<file path="src/design/sckd_pkg.sv">
`timescale 1ns / 1ps
// ----------------------------------------------------------------------------
// sckd_pkg: shared definitions for the serial console key decoder
// Key codes, parser modes, action codes, register defaults and the byte to
// key mapping functions.
// ----------------------------------------------------------------------------
package sckd_pkg;

  // Default number of hold-table slots.
  localparam int unsigned SCKD_HOLD_SLOTS = 8;

  // Register reset values.
  localparam logic [15:0] HOLD_TIME_RESET      = 16'd150;
  localparam logic [15:0] ESCAPE_TIMEOUT_RESET = 16'd30;

  // Register indexes on the configuration port.
  localparam logic REG_HOLD_TIME      = 1'b0;
  localparam logic REG_ESCAPE_TIMEOUT = 1'b1;

  // Input action codes.
  localparam logic [1:0] ACT_BYTE    = 2'd0;
  localparam logic [1:0] ACT_TICK    = 2'd1;
  localparam logic [1:0] ACT_BUTTONS = 2'd2;

  // Parser modes.
  localparam logic [2:0] MODE_IDLE   = 3'd0;
  localparam logic [2:0] MODE_ESC    = 3'd1;
  localparam logic [2:0] MODE_CSI    = 3'd2;
  localparam logic [2:0] MODE_RAW_DN = 3'd3;
  localparam logic [2:0] MODE_RAW_UP = 3'd4;

  // Console bytes with a special meaning.
  localparam logic [7:0] BYTE_RAW_PRESS   = 8'hF0;
  localparam logic [7:0] BYTE_RAW_RELEASE = 8'hF1;
  localparam logic [7:0] BYTE_ESC         = 8'h1B;
  localparam logic [7:0] BYTE_LBRACKET    = 8'h5B;
  localparam logic [7:0] BYTE_ARROW_UP    = 8'h41;
  localparam logic [7:0] BYTE_ARROW_DOWN  = 8'h42;
  localparam logic [7:0] BYTE_ARROW_RIGHT = 8'h43;
  localparam logic [7:0] BYTE_ARROW_LEFT  = 8'h44;

  // Game key codes.
  localparam logic [7:0] K_NONE      = 8'h00;
  localparam logic [7:0] K_ENTER     = 8'd13;
  localparam logic [7:0] K_ESCAPE    = 8'd27;
  localparam logic [7:0] K_BACKSPACE = 8'h7F;
  localparam logic [7:0] K_USE       = 8'hA2;
  localparam logic [7:0] K_FIRE      = 8'hA3;
  localparam logic [7:0] K_LEFT      = 8'hAC;
  localparam logic [7:0] K_UP        = 8'hAD;
  localparam logic [7:0] K_RIGHT     = 8'hAE;
  localparam logic [7:0] K_DOWN      = 8'hAF;

  // Maps an ASCII console byte to a game key code.
  function automatic logic [7:0] map_ascii(input logic [7:0] c);
    logic [7:0] key;
    case (c)
      8'h0D, 8'h0A:        key = K_ENTER;
      8'h1B:               key = K_ESCAPE;
      8'h20:               key = K_USE;
      8'h77, 8'h57:        key = K_UP;
      8'h73, 8'h53:        key = K_DOWN;
      8'h61, 8'h41:        key = K_LEFT;
      8'h64, 8'h44:        key = K_RIGHT;
      8'h66, 8'h46, 8'h06: key = K_FIRE;
      8'h7F, 8'h08:        key = K_BACKSPACE;
      default: begin
        // Remaining capitals fold to lower case; all else passes through.
        if (c >= 8'h41 && c <= 8'h5A) key = c + 8'h20;
        else                          key = c;
      end
    endcase
    return key;
  endfunction

  // Key code for each button bit, in bit order.
  function automatic logic [7:0] button_key(input logic [2:0] bit_idx);
    logic [7:0] key;
    case (bit_idx)
      3'd0:    key = K_UP;
      3'd1:    key = K_DOWN;
      3'd2:    key = K_LEFT;
      3'd3:    key = K_RIGHT;
      3'd4:    key = K_FIRE;
      3'd5:    key = K_USE;
      3'd6:    key = K_ENTER;
      default: key = K_ESCAPE;
    endcase
    return key;
  endfunction

endpackage

</file>
<file path="src/design/serial_console_key_decoder.sv">
`timescale 1ns / 1ps
// ----------------------------------------------------------------------------
// serial_console_key_decoder: console bytes to key press/release events
// Parses console bytes, millisecond ticks and button samples and produces a
// run of key events per input beat, with a hold table for tapped keys.
// ----------------------------------------------------------------------------
// Usage:
//   Input beats carry an action (byte, tick or button sample) with its byte
//   and button fields. One beat is taken at a time; in_stall stays high until
//   every event of that beat has been moved toward the output.
//   Each input beat produces zero to nine output beats; the final one of a
//   run carries out_last_of_run. A beat that produces nothing just completes.
//   The hold-table scans visit one slot per cycle, except where the release
//   scan waits to place an event, and use a single shared 32-bit adder.
//   Events pass through a one-entry pending register and an output register;
//   when out_stall is high the sequencer waits at the next event it needs
//   to place, and a new input beat can be taken while the last event waits.
//   Reset clears the parser, the clock count, the hold table, the button
//   history and the registers to their defaults (150 ms hold, 30 ms escape).
//   The APB registers: 0x0 hold time, 0x4 escape timeout (16 bits each).
// ----------------------------------------------------------------------------
module serial_console_key_decoder #(
  parameter int unsigned HOLD_SLOTS = sckd_pkg::SCKD_HOLD_SLOTS
) (
  input  logic        clk,
  input  logic        rst_n,
  // Input channel
  input  logic        in_valid,
  output logic        in_stall,
  input  logic [1:0]  in_action,
  input  logic [7:0]  in_rx_byte,
  input  logic [7:0]  in_button_bits,
  // Result channel
  output logic        out_valid,
  input  logic        out_stall,
  output logic        out_is_press,
  output logic [7:0]  out_key_code,
  output logic        out_last_of_run,
  // Configuration port
  input  logic        psel,
  input  logic        penable,
  input  logic        pwrite,
  input  logic [2:0]  paddr,
  input  logic [31:0] pwdata,
  output logic [31:0] prdata,
  output logic        pready
);

  localparam int unsigned SLOT_W = (HOLD_SLOTS > 1) ? $clog2(HOLD_SLOTS) : 1;
  localparam logic [SLOT_W-1:0] LAST_SLOT = SLOT_W'(HOLD_SLOTS - 1);

  // Sequencer states.
  localparam logic [3:0] S_IDLE      = 4'd0;
  localparam logic [3:0] S_DECODE    = 4'd1;
  localparam logic [3:0] S_TAP_START = 4'd2;
  localparam logic [3:0] S_TAP_SCAN  = 4'd3;
  localparam logic [3:0] S_TAP_FILL  = 4'd4;
  localparam logic [3:0] S_TAP_DONE  = 4'd5;
  localparam logic [3:0] S_ESC_CHK   = 4'd6;
  localparam logic [3:0] S_REL_SCAN  = 4'd7;
  localparam logic [3:0] S_BTN_SCAN  = 4'd8;
  localparam logic [3:0] S_FINISH    = 4'd9;

  // Registers.
  logic [3:0]        state_r,      state_nxt;
  logic [1:0]        action_r,     action_nxt;
  logic [7:0]        byte_r,       byte_nxt;
  logic [7:0]        btn_now_r,    btn_now_nxt;
  logic [7:0]        btn_chg_r,    btn_chg_nxt;
  logic [2:0]        btn_idx_r,    btn_idx_nxt;
  logic [7:0]        prev_btn_r,   prev_btn_nxt;
  logic [2:0]        mode_r,       mode_nxt;
  logic [31:0]       millis_r,     millis_nxt;
  logic [31:0]       stamp_r,      stamp_nxt;
  logic [SLOT_W-1:0] idx_r,        idx_nxt;
  logic              free_found_r, free_found_nxt;
  logic [SLOT_W-1:0] free_idx_r,   free_idx_nxt;
  logic [7:0]        tap_key_r,    tap_key_nxt;
  logic              second_r,     second_nxt;
  logic [7:0]        second_key_r, second_key_nxt;
  logic              ret_rel_r,    ret_rel_nxt;
  logic              pend_valid_r, pend_valid_nxt;
  logic              pend_press_r, pend_press_nxt;
  logic [7:0]        pend_key_r,   pend_key_nxt;
  logic              out_valid_r,  out_valid_nxt;
  logic              out_press_r,  out_press_nxt;
  logic [7:0]        out_key_r,    out_key_nxt;
  logic              out_last_r,   out_last_nxt;
  logic [15:0]       hold_ms_r;
  logic [15:0]       esc_to_r;

  // Hold table: key per slot (zero is empty) and its release deadline.
  logic [7:0]  held_key_r  [HOLD_SLOTS];
  logic [31:0] deadline_r  [HOLD_SLOTS];

  // Table write controls.
  logic              key_we;
  logic [SLOT_W-1:0] key_widx;
  logic [7:0]        key_wdata;
  logic              dl_we;
  logic [SLOT_W-1:0] dl_widx;

  // Slot under the scan pointer.
  logic [7:0]  cur_key;
  logic [31:0] cur_deadline;

  // Shared adder.
  logic [31:0] alu_a;
  logic [31:0] alu_b;
  logic        alu_sub;
  logic [31:0] alu_res;

  // Event placement.
  logic emit_req;
  logic emit_press;
  logic [7:0] emit_key;
  logic out_free;
  logic emit_ok;
  logic emit_go;
  logic stall_step;
  logic flush_go;

  logic in_fire;
  logic cfg_write;

  assign in_fire   = in_valid && !in_stall;
  assign in_stall  = (state_r != S_IDLE);
  assign cfg_write = psel && penable && pwrite;

  assign cur_key      = held_key_r[idx_r];
  assign cur_deadline = deadline_r[idx_r];

  // One adder serves deadline sums and the two time differences.
  always_comb begin
    alu_a   = millis_r;
    alu_b   = {16'd0, hold_ms_r};
    alu_sub = 1'b0;
    case (state_r)
      S_ESC_CHK: begin
        alu_b   = stamp_r;
        alu_sub = 1'b1;
      end
      S_REL_SCAN: begin
        alu_b   = cur_deadline;
        alu_sub = 1'b1;
      end
      default: begin
        alu_b   = {16'd0, hold_ms_r};
        alu_sub = 1'b0;
      end
    endcase
    alu_res = alu_a + (alu_sub ? ~alu_b : alu_b) + {31'd0, alu_sub};
  end

  // Event request of the current step.
  always_comb begin
    emit_req   = 1'b0;
    emit_press = 1'b1;
    emit_key   = byte_r;
    case (state_r)
      S_DECODE: begin
        if (action_r == sckd_pkg::ACT_BYTE &&
            (mode_r == sckd_pkg::MODE_RAW_DN || mode_r == sckd_pkg::MODE_RAW_UP)) begin
          emit_req   = 1'b1;
          emit_press = (mode_r == sckd_pkg::MODE_RAW_DN);
          emit_key   = byte_r;
        end
      end
      S_TAP_FILL: begin
        emit_req   = free_found_r;
        emit_press = 1'b1;
        emit_key   = tap_key_r;
      end
      S_REL_SCAN: begin
        emit_req   = (cur_key != sckd_pkg::K_NONE) && !alu_res[31];
        emit_press = 1'b0;
        emit_key   = cur_key;
      end
      S_BTN_SCAN: begin
        emit_req   = btn_chg_r[btn_idx_r];
        emit_press = btn_now_r[btn_idx_r];
        emit_key   = sckd_pkg::button_key(btn_idx_r);
      end
      default: begin
        emit_req = 1'b0;
      end
    endcase
  end

  assign out_free   = !out_valid_r || !out_stall;
  assign emit_ok    = !pend_valid_r || out_free;
  assign emit_go    = emit_req && emit_ok;
  assign stall_step = emit_req && !emit_ok;
  assign flush_go   = (state_r == S_FINISH) && pend_valid_r && out_free;

  // Pending event and output register. A new event pushes the pending one
  // out as a middle beat; the end of the run pushes it out as the last beat.
  always_comb begin
    pend_valid_nxt = pend_valid_r;
    pend_press_nxt = pend_press_r;
    pend_key_nxt   = pend_key_r;
    out_press_nxt  = out_press_r;
    out_key_nxt    = out_key_r;
    out_last_nxt   = out_last_r;
    out_valid_nxt  = out_valid_r && out_stall;
    if (emit_go) begin
      if (pend_valid_r) begin
        out_valid_nxt = 1'b1;
        out_press_nxt = pend_press_r;
        out_key_nxt   = pend_key_r;
        out_last_nxt  = 1'b0;
      end
      pend_valid_nxt = 1'b1;
      pend_press_nxt = emit_press;
      pend_key_nxt   = emit_key;
    end else if (flush_go) begin
      out_valid_nxt  = 1'b1;
      out_press_nxt  = pend_press_r;
      out_key_nxt    = pend_key_r;
      out_last_nxt   = 1'b1;
      pend_valid_nxt = 1'b0;
    end
  end

  // Sequencer.
  always_comb begin
    state_nxt      = state_r;
    action_nxt     = action_r;
    byte_nxt       = byte_r;
    btn_now_nxt    = btn_now_r;
    btn_chg_nxt    = btn_chg_r;
    btn_idx_nxt    = btn_idx_r;
    prev_btn_nxt   = prev_btn_r;
    mode_nxt       = mode_r;
    millis_nxt     = millis_r;
    stamp_nxt      = stamp_r;
    idx_nxt        = idx_r;
    free_found_nxt = free_found_r;
    free_idx_nxt   = free_idx_r;
    tap_key_nxt    = tap_key_r;
    second_nxt     = second_r;
    second_key_nxt = second_key_r;
    ret_rel_nxt    = ret_rel_r;
    key_we         = 1'b0;
    key_widx       = idx_r;
    key_wdata      = sckd_pkg::K_NONE;
    dl_we          = 1'b0;
    dl_widx        = idx_r;

    if (!stall_step) begin
      case (state_r)
        S_IDLE: begin
          if (in_fire) begin
            action_nxt  = in_action;
            byte_nxt    = in_rx_byte;
            btn_now_nxt = in_button_bits;
            state_nxt   = S_DECODE;
          end
        end

        S_DECODE: begin
          second_nxt  = 1'b0;
          ret_rel_nxt = 1'b0;
          state_nxt   = S_FINISH;
          case (action_r)
            sckd_pkg::ACT_BYTE: begin
              case (mode_r)
                sckd_pkg::MODE_ESC: begin
                  if (byte_r == sckd_pkg::BYTE_LBRACKET) begin
                    mode_nxt = sckd_pkg::MODE_CSI;
                  end else begin
                    // Lone escape, then the byte itself.
                    mode_nxt       = sckd_pkg::MODE_IDLE;
                    tap_key_nxt    = sckd_pkg::K_ESCAPE;
                    second_nxt     = 1'b1;
                    second_key_nxt = sckd_pkg::map_ascii(byte_r);
                    state_nxt      = S_TAP_START;
                  end
                end
                sckd_pkg::MODE_CSI: begin
                  mode_nxt = sckd_pkg::MODE_IDLE;
                  if (byte_r == sckd_pkg::BYTE_ARROW_UP) begin
                    tap_key_nxt = sckd_pkg::K_UP;
                    state_nxt   = S_TAP_START;
                  end else if (byte_r == sckd_pkg::BYTE_ARROW_DOWN) begin
                    tap_key_nxt = sckd_pkg::K_DOWN;
                    state_nxt   = S_TAP_START;
                  end else if (byte_r == sckd_pkg::BYTE_ARROW_RIGHT) begin
                    tap_key_nxt = sckd_pkg::K_RIGHT;
                    state_nxt   = S_TAP_START;
                  end else if (byte_r == sckd_pkg::BYTE_ARROW_LEFT) begin
                    tap_key_nxt = sckd_pkg::K_LEFT;
                    state_nxt   = S_TAP_START;
                  end
                end
                sckd_pkg::MODE_RAW_DN, sckd_pkg::MODE_RAW_UP: begin
                  // The raw event itself is placed by the event request.
                  mode_nxt = sckd_pkg::MODE_IDLE;
                end
                default: begin
                  if (byte_r == sckd_pkg::BYTE_RAW_PRESS) begin
                    mode_nxt = sckd_pkg::MODE_RAW_DN;
                  end else if (byte_r == sckd_pkg::BYTE_RAW_RELEASE) begin
                    mode_nxt = sckd_pkg::MODE_RAW_UP;
                  end else if (byte_r == sckd_pkg::BYTE_ESC) begin
                    mode_nxt  = sckd_pkg::MODE_ESC;
                    stamp_nxt = millis_r;
                  end else begin
                    mode_nxt    = sckd_pkg::MODE_IDLE;
                    tap_key_nxt = sckd_pkg::map_ascii(byte_r);
                    state_nxt   = S_TAP_START;
                  end
                end
              endcase
            end
            sckd_pkg::ACT_TICK: begin
              millis_nxt = millis_r + 32'd1;
              state_nxt  = S_ESC_CHK;
            end
            sckd_pkg::ACT_BUTTONS: begin
              btn_chg_nxt  = btn_now_r ^ prev_btn_r;
              prev_btn_nxt = btn_now_r;
              btn_idx_nxt  = 3'd0;
              state_nxt    = S_BTN_SCAN;
            end
            default: begin
              state_nxt = S_FINISH;
            end
          endcase
        end

        S_TAP_START: begin
          idx_nxt        = '0;
          free_found_nxt = 1'b0;
          free_idx_nxt   = '0;
          if (tap_key_r == sckd_pkg::K_NONE) state_nxt = S_TAP_DONE;
          else                               state_nxt = S_TAP_SCAN;
        end

        // One slot per cycle: a match refreshes its deadline, otherwise the
        // first empty slot is remembered.
        S_TAP_SCAN: begin
          if (cur_key == tap_key_r) begin
            dl_we     = 1'b1;
            dl_widx   = idx_r;
            state_nxt = S_TAP_DONE;
          end else begin
            if (cur_key == sckd_pkg::K_NONE && !free_found_r) begin
              free_found_nxt = 1'b1;
              free_idx_nxt   = idx_r;
            end
            if (idx_r == LAST_SLOT) state_nxt = S_TAP_FILL;
            else                    idx_nxt   = idx_r + SLOT_W'(1);
          end
        end

        // A new key takes the free slot; a full table drops the tap.
        S_TAP_FILL: begin
          if (free_found_r) begin
            key_we    = 1'b1;
            key_widx  = free_idx_r;
            key_wdata = tap_key_r;
            dl_we     = 1'b1;
            dl_widx   = free_idx_r;
          end
          state_nxt = S_TAP_DONE;
        end

        S_TAP_DONE: begin
          if (second_r) begin
            second_nxt  = 1'b0;
            tap_key_nxt = second_key_r;
            state_nxt   = S_TAP_START;
          end else if (ret_rel_r) begin
            idx_nxt   = '0;
            state_nxt = S_REL_SCAN;
          end else begin
            state_nxt = S_FINISH;
          end
        end

        // Escape timeout after the tick has advanced the clock count.
        S_ESC_CHK: begin
          idx_nxt = '0;
          if (mode_r == sckd_pkg::MODE_ESC && alu_res > {16'd0, esc_to_r}) begin
            mode_nxt    = sckd_pkg::MODE_IDLE;
            tap_key_nxt = sckd_pkg::K_ESCAPE;
            second_nxt  = 1'b0;
            ret_rel_nxt = 1'b1;
            state_nxt   = S_TAP_START;
          end else begin
            state_nxt = S_REL_SCAN;
          end
        end

        // Release every held slot whose deadline has been reached.
        S_REL_SCAN: begin
          if (emit_req) begin
            key_we    = 1'b1;
            key_widx  = idx_r;
            key_wdata = sckd_pkg::K_NONE;
          end
          if (idx_r == LAST_SLOT) state_nxt = S_FINISH;
          else                    idx_nxt   = idx_r + SLOT_W'(1);
        end

        S_BTN_SCAN: begin
          if (btn_idx_r == 3'd7) state_nxt   = S_FINISH;
          else                   btn_idx_nxt = btn_idx_r + 3'd1;
        end

        S_FINISH: begin
          if (!pend_valid_r || out_free) state_nxt = S_IDLE;
        end

        default: begin
          state_nxt = S_IDLE;
        end
      endcase
    end
  end

  // Control and payload registers.
  always_ff @(posedge clk) begin
    if (!rst_n) begin
      state_r      <= S_IDLE;
      mode_r       <= sckd_pkg::MODE_IDLE;
      millis_r     <= 32'd0;
      prev_btn_r   <= 8'd0;
      pend_valid_r <= 1'b0;
      out_valid_r  <= 1'b0;
      second_r     <= 1'b0;
      ret_rel_r    <= 1'b0;
      free_found_r <= 1'b0;
      idx_r        <= '0;
      btn_idx_r    <= 3'd0;
      hold_ms_r    <= sckd_pkg::HOLD_TIME_RESET;
      esc_to_r     <= sckd_pkg::ESCAPE_TIMEOUT_RESET;
    end else begin
      state_r      <= state_nxt;
      mode_r       <= mode_nxt;
      millis_r     <= millis_nxt;
      prev_btn_r   <= prev_btn_nxt;
      pend_valid_r <= pend_valid_nxt;
      out_valid_r  <= out_valid_nxt;
      second_r     <= second_nxt;
      ret_rel_r    <= ret_rel_nxt;
      free_found_r <= free_found_nxt;
      idx_r        <= idx_nxt;
      btn_idx_r    <= btn_idx_nxt;
      if (cfg_write) begin
        if (paddr[2] == sckd_pkg::REG_HOLD_TIME) hold_ms_r <= pwdata[15:0];
        else                                     esc_to_r  <= pwdata[15:0];
      end
    end
  end

  always_ff @(posedge clk) begin
    action_r     <= action_nxt;
    byte_r       <= byte_nxt;
    btn_now_r    <= btn_now_nxt;
    btn_chg_r    <= btn_chg_nxt;
    stamp_r      <= stamp_nxt;
    free_idx_r   <= free_idx_nxt;
    tap_key_r    <= tap_key_nxt;
    second_key_r <= second_key_nxt;
    pend_press_r <= pend_press_nxt;
    pend_key_r   <= pend_key_nxt;
    out_press_r  <= out_press_nxt;
    out_key_r    <= out_key_nxt;
    out_last_r   <= out_last_nxt;
  end

  // Hold-table keys: cleared by reset, zero marks an empty slot.
  always_ff @(posedge clk) begin
    if (!rst_n) begin
      for (int i = 0; i < HOLD_SLOTS; i++) begin
        held_key_r[i] <= sckd_pkg::K_NONE;
      end
    end else if (key_we) begin
      held_key_r[key_widx] <= key_wdata;
    end
  end

  // Release deadlines: always written with the key before they are read.
  always_ff @(posedge clk) begin
    if (dl_we) deadline_r[dl_widx] <= alu_res;
  end

  // Ports.
  assign out_valid       = out_valid_r;
  assign out_is_press    = out_press_r;
  assign out_key_code    = out_key_r;
  assign out_last_of_run = out_last_r;
  assign pready          = 1'b1;
  assign prdata          = {16'd0, (paddr[2] == sckd_pkg::REG_HOLD_TIME) ? hold_ms_r : esc_to_r};

  // An accepted beat keeps the input closed on the next cycle.
  a_busy_after_accept: assert property (@(posedge clk) disable iff (!rst_n)
    in_valid && !in_stall |=> in_stall)
    else $error("input taken again right after an accepted beat");

  // No event is left pending once the sequencer is back at rest.
  a_pend_flushed: assert property (@(posedge clk) disable iff (!rst_n)
    state_r == S_IDLE |-> !pend_valid_r)
    else $error("pending event left behind at the end of a run");

  // A middle beat on the output always has the rest of its run pending.
  a_run_continues: assert property (@(posedge clk) disable iff (!rst_n)
    out_valid_r && !out_last_r |-> pend_valid_r)
    else $error("run ended without a last beat");

endmodule

</file>
<file path="config.mk">
export PLATFORM = sky130hd
export DESIGN_NAME = serial_console_key_decoder
export DESIGN_NICKNAME = d
export VERILOG_FILES = /design/src/design/sckd_pkg.sv /design/src/design/serial_console_key_decoder.sv
export SDC_FILE = /design/constraint.sdc
export NUM_CORES = 1
export LEC_CHECK = 0
export BUFFER_PORTS_ARGS = -buffer_cell sky130_fd_sc_hd__buf_2
export CORE_ASPECT_RATIO = 1.25
export CORE_MARGIN = 2
export CORE_UTILIZATION = 40
export DETAILED_ROUTE_END_ITERATION = 16
export PLACE_DENSITY = 0.68
export SLEW_MARGIN = 20
export SYNTH_ARGS = -nofsm -noshare
export SYNTH_HDL_FRONTEND = slang
export SYNTH_SLANG_ARGS = --single-unit
</file>
<file path="constraint.sdc">
create_clock -name clk -period 6.4 [get_ports clk]
set_input_delay 0 -clock clk [delete_from_list [all_inputs] [get_ports clk]]
set_output_delay 0 -clock clk [all_outputs]
set_load 0.03 [all_outputs]
</file>
==> metrics.md <==
| Metric | Value |
|---|---|
| Final Max Tran Viols | 0 |
| Post-CTS setup buffer count | 0 |
| Antenna Nets Post-Route | 0 |
| Final hold vios | 0 |
| Initial DRT Pass Iterations | 6 |
| Initial antenna violation count | 0 |
| CP Data Arrival Time | approximately 6.2 ns |
| Skew final | 0.0297 ns |
| Sink Count | between 500 and 600 |
| Maximum VDD drop | 0.000242 V |
| CTS Buffer Depth | 3 |
| Syn avg cell area | roughly 13 um2 |
| Share of cells above drive strength 1 | 0.171 |
| Area after DPL | ~26000 um2 |
| Largest net degree at the start of global routing | between 70 and 80 |
| Detailed placer's ending HPWL | just under 40000 um |
| CTS tree | yes |
| Synth Register Bits | 509 |
| First-pass GRT wire length | 89100 um |
| Die area | 62500 um2 |
| Total CTS buffers | 47 |
| GPL Wtd Cong | 0.885 |
| Ant diodes | 0 |
| Detailed router's first-iteration violation count | 1384 |
| Post-route DRC violation count | 0 |
| Die Span Y | between 200 and 300 um |
| Most frequent cells in the layout | edfxtp_1 (416), nand2_1 (204), nor2_1 (204) |
| Setup crit start kind | flip-flop |
| Non-filler cells in the finished layout | around 2.9k |
| Port bufs | between 60 and 70 |
| Vias | ~16k |
| Worst-path clk slew | 0.06 ns |
| Power density cells | 298 nW/um2 |
| GRT overflow | 0 |
| CTS H-Tree Depth | 2 |
| Mapped cell area | 24200 um2 |
| Leakage power | 9.53 nW |
| Synthesized instance count | around 1.9k |
| Total I/O pin count | about 110 |
| Routed wire length | roughly 57000 um |
| Most common cell after layout, fill and taps aside | edfxtp_1 |
| Critical Path Fanout Max | 17 |
| Yosys cell types | 90 |
| Crit Path Category | flip-flop to flip-flop |
| Wirelength per Cell | about 20 um |
| CTS Root Cell | clkbuf_16 |
| Slew @ Worst Pin | 1.02 ns |
| Area Overhead vs Synth | 14.5% |
| Vias in the first global route | about 16k |
| Outcome | finished, final reports clean |
| GRT Total Usage | 0.182 |
| Count of nets after finishing | about 2.2k |
| Fmax | ~170 MHz |
| Dpl cells | 2721 |
| Core area | just under 60000 um2 |
| Final min period | roughly 6 ns |
| Setup-failing EPs final | 0 |
| Worst hold-check path type | input pin to flip-flop |
| Async S/R FF share, synth | 0 |
| Crit path required time | approximately 6.6 ns |
| End-of-flow core utilization | 0.464 |
| Std-Cell Rows | 100 |
| Fillers | 5177 |
| Synth Flop Type | edfxtp_1 |
| EDFF count, synth | 416 |
| Register area share after synthesis | 0.594 |
| Worst skew pair latency | 0.58 ns |
| Fin crit share | 0.924 |
| Max Cap Violations | 0 |
| DIE WIDTH | between 200 and 250 um |
| Setup crit end kind | flip-flop |
| Routed vias/inst | ~5.6 |
| Syn. warnings | 0 |
| Post-route cell area | 27700 um2 |
| Slew margin rel. | 0.316 |
| Starting density of the core | 0.405 |
[Yosys cell counts (4+ instances only)]
library cell	count	share of area
o21a_1	13	0.0040
and2_1	14	0.0036
mux2_2	16	0.0075
a22oi_1	4	0.0012
clkbuf_1	76	0.012
inv_1	40	0.0062
or3_1	12	0.0031
o21bai_1	5	0.0016
a32oi_1	4	0.0014
buf_1	15	0.0023
nand2_1	204	0.032
or4b_2	4	0.0017
o211ai_1	16	0.0050
nor3b_1	4	0.0012
or2_2	5	0.0013
nand4_1	19	0.0049
dfxtp_1	93	0.077
o21ai_0	67	0.014
ha_1	54	0.028
mux2i_1	49	0.020
o22ai_1	5	0.0013
nor3_1	19	0.0039
o21ai_1	4	0.00083
a21oi_1	115	0.024
xnor2_1	39	0.014
nand2b_1	17	0.0044
a211oi_1	18	0.0056
o31ai_1	6	0.0019
nand2_2	6	0.0016
nor2_1	217	0.034
mux4_2	85	0.079
nor2b_1	11	0.0028
nand3b_1	7	0.0022
and3_1	19	0.0049
nor4_1	21	0.0054
o221ai_1	5	0.0018
a21o_1	14	0.0043
nand3_1	45	0.0093
a31oi_1	8	0.0021
a211o_1	4	0.0014
or4_1	6	0.0019
edfxtp_1	416	0.52
xor2_1	38	0.014
buf_4	18	0.0056
[area by class of cell]
class / instances / area (um2) / area share
Tap cell: 765 / 957 / 0.0346
Timing Repair Buffer: 165 / 1200 / 0.0434
Inverter: 40 / 150 / 0.00542
Clock inverter: 24 / 345 / 0.0125
Sequential cell: 509 / 14400 / 0.519
Multi-Input combinational cell: 1283 / 9360 / 0.338
Clock buffer: 64 / 1300 / 0.0470
[critical path, stage by stage (launching register included)]
cell	delay, ns
dfxtp_4	0.45
buf_12	0.22
buf_4	0.21
mux4_2	0.50
mux2i_1	0.24
a21oi_1	0.11
o21ai_0	0.20
ha_1	0.35
a21oi_1	0.23
o21ai_0	0.21
a21oi_1	0.26
o211ai_4	0.14
xor2_1	0.43
ha_1	0.33
and3_1	0.15
nand4_1	0.11
or3_1	0.12
o21ai_0	0.07
buf_4	0.16
nand3b_1	0.07
nor4_1	0.05
and4_1	0.25
o21ai_2	0.23
nand3_1	0.12
nor2_2	0.33
[cell families (layout without fill, tap and decap cells)]
kind of cell | Yosys count | count (layout) | share of synthesized area
AO/OA/AOI/OAI | 335 | 335 | 0.0902
XOR/XNOR | 78 | 78 | 0.0290
adder cells (fa/ha/maj) | 55 | 55 | 0.0288
buffers and inverters | 153 | 293 | 0.0270
flip-flops | 509 | 509 | 0.594
multiplexers | 151 | 151 | 0.107
other | 2 | 17 | 0.000311
AND/OR/NAND/NOR | 647 | 647 | 0.124
[timing repair]
action / 4_1_cts / 5_1_grt
setup endpoints to repair: 0 / 77
resized for setup: 0 / 8
hold buffers: 40 / 0
endpoints found under the hold margin: 65 / 0
[routing by layer]
metal	vias to the layer above	routed length [um]	global-route usage
met4	0	1950	0.0644
met3	113	2280	0.0193
met5	-	0	0
li1	7450	-	-
met1	7994	22200	0.213
met2	515	30700	0.343
[flip-flops by register name, summed over array words and instances, names as in the netlist, 16 cells and up, named ones only]
register    count
alu_a          32
deadline_r    256
esc_to_r       16
held_key_r     64
hold_ms_r      16
stamp_r        32
[power breakdown]
part	internal [W]	switching, W	total [W]
sequential	0.00373	0.000159	0.00389
clock	0.00176	0.00122	0.00297
combinational	0.000597	0.000798	0.00139
total	0.00609	0.00217	0.00826
[final timing paths]
path,start,to,slack [ns],cells after the start
hold / removal,pwrite,hold_ms_r[0],0.05,5
setup / recovery,flip-flop,tap_key_r[0],0.49,24
setup reg to reg,flip-flop,tap_key_r[0],0.49,24
hold reg to reg,pend_key_r[4],out_key_code[4],0.42,0
[per-stage QoR]
stage	setup TNS, ns	worst slack, ns	hold slack [ns]	power [W]
after floorplan	0	0.00336	0.0989	0.00494
after global placement	0	0.203	0.177	0.00531
after detailed placement	0	0.101	0.178	0.00533
after CTS	0	0.0499	0.00369	0.00830
after global routing	-0.102	-0.0153	0.0908	0.00857
final	0	0.485	0.0515	0.00826
Note: power is estimated with default switching activity, not from simulation.
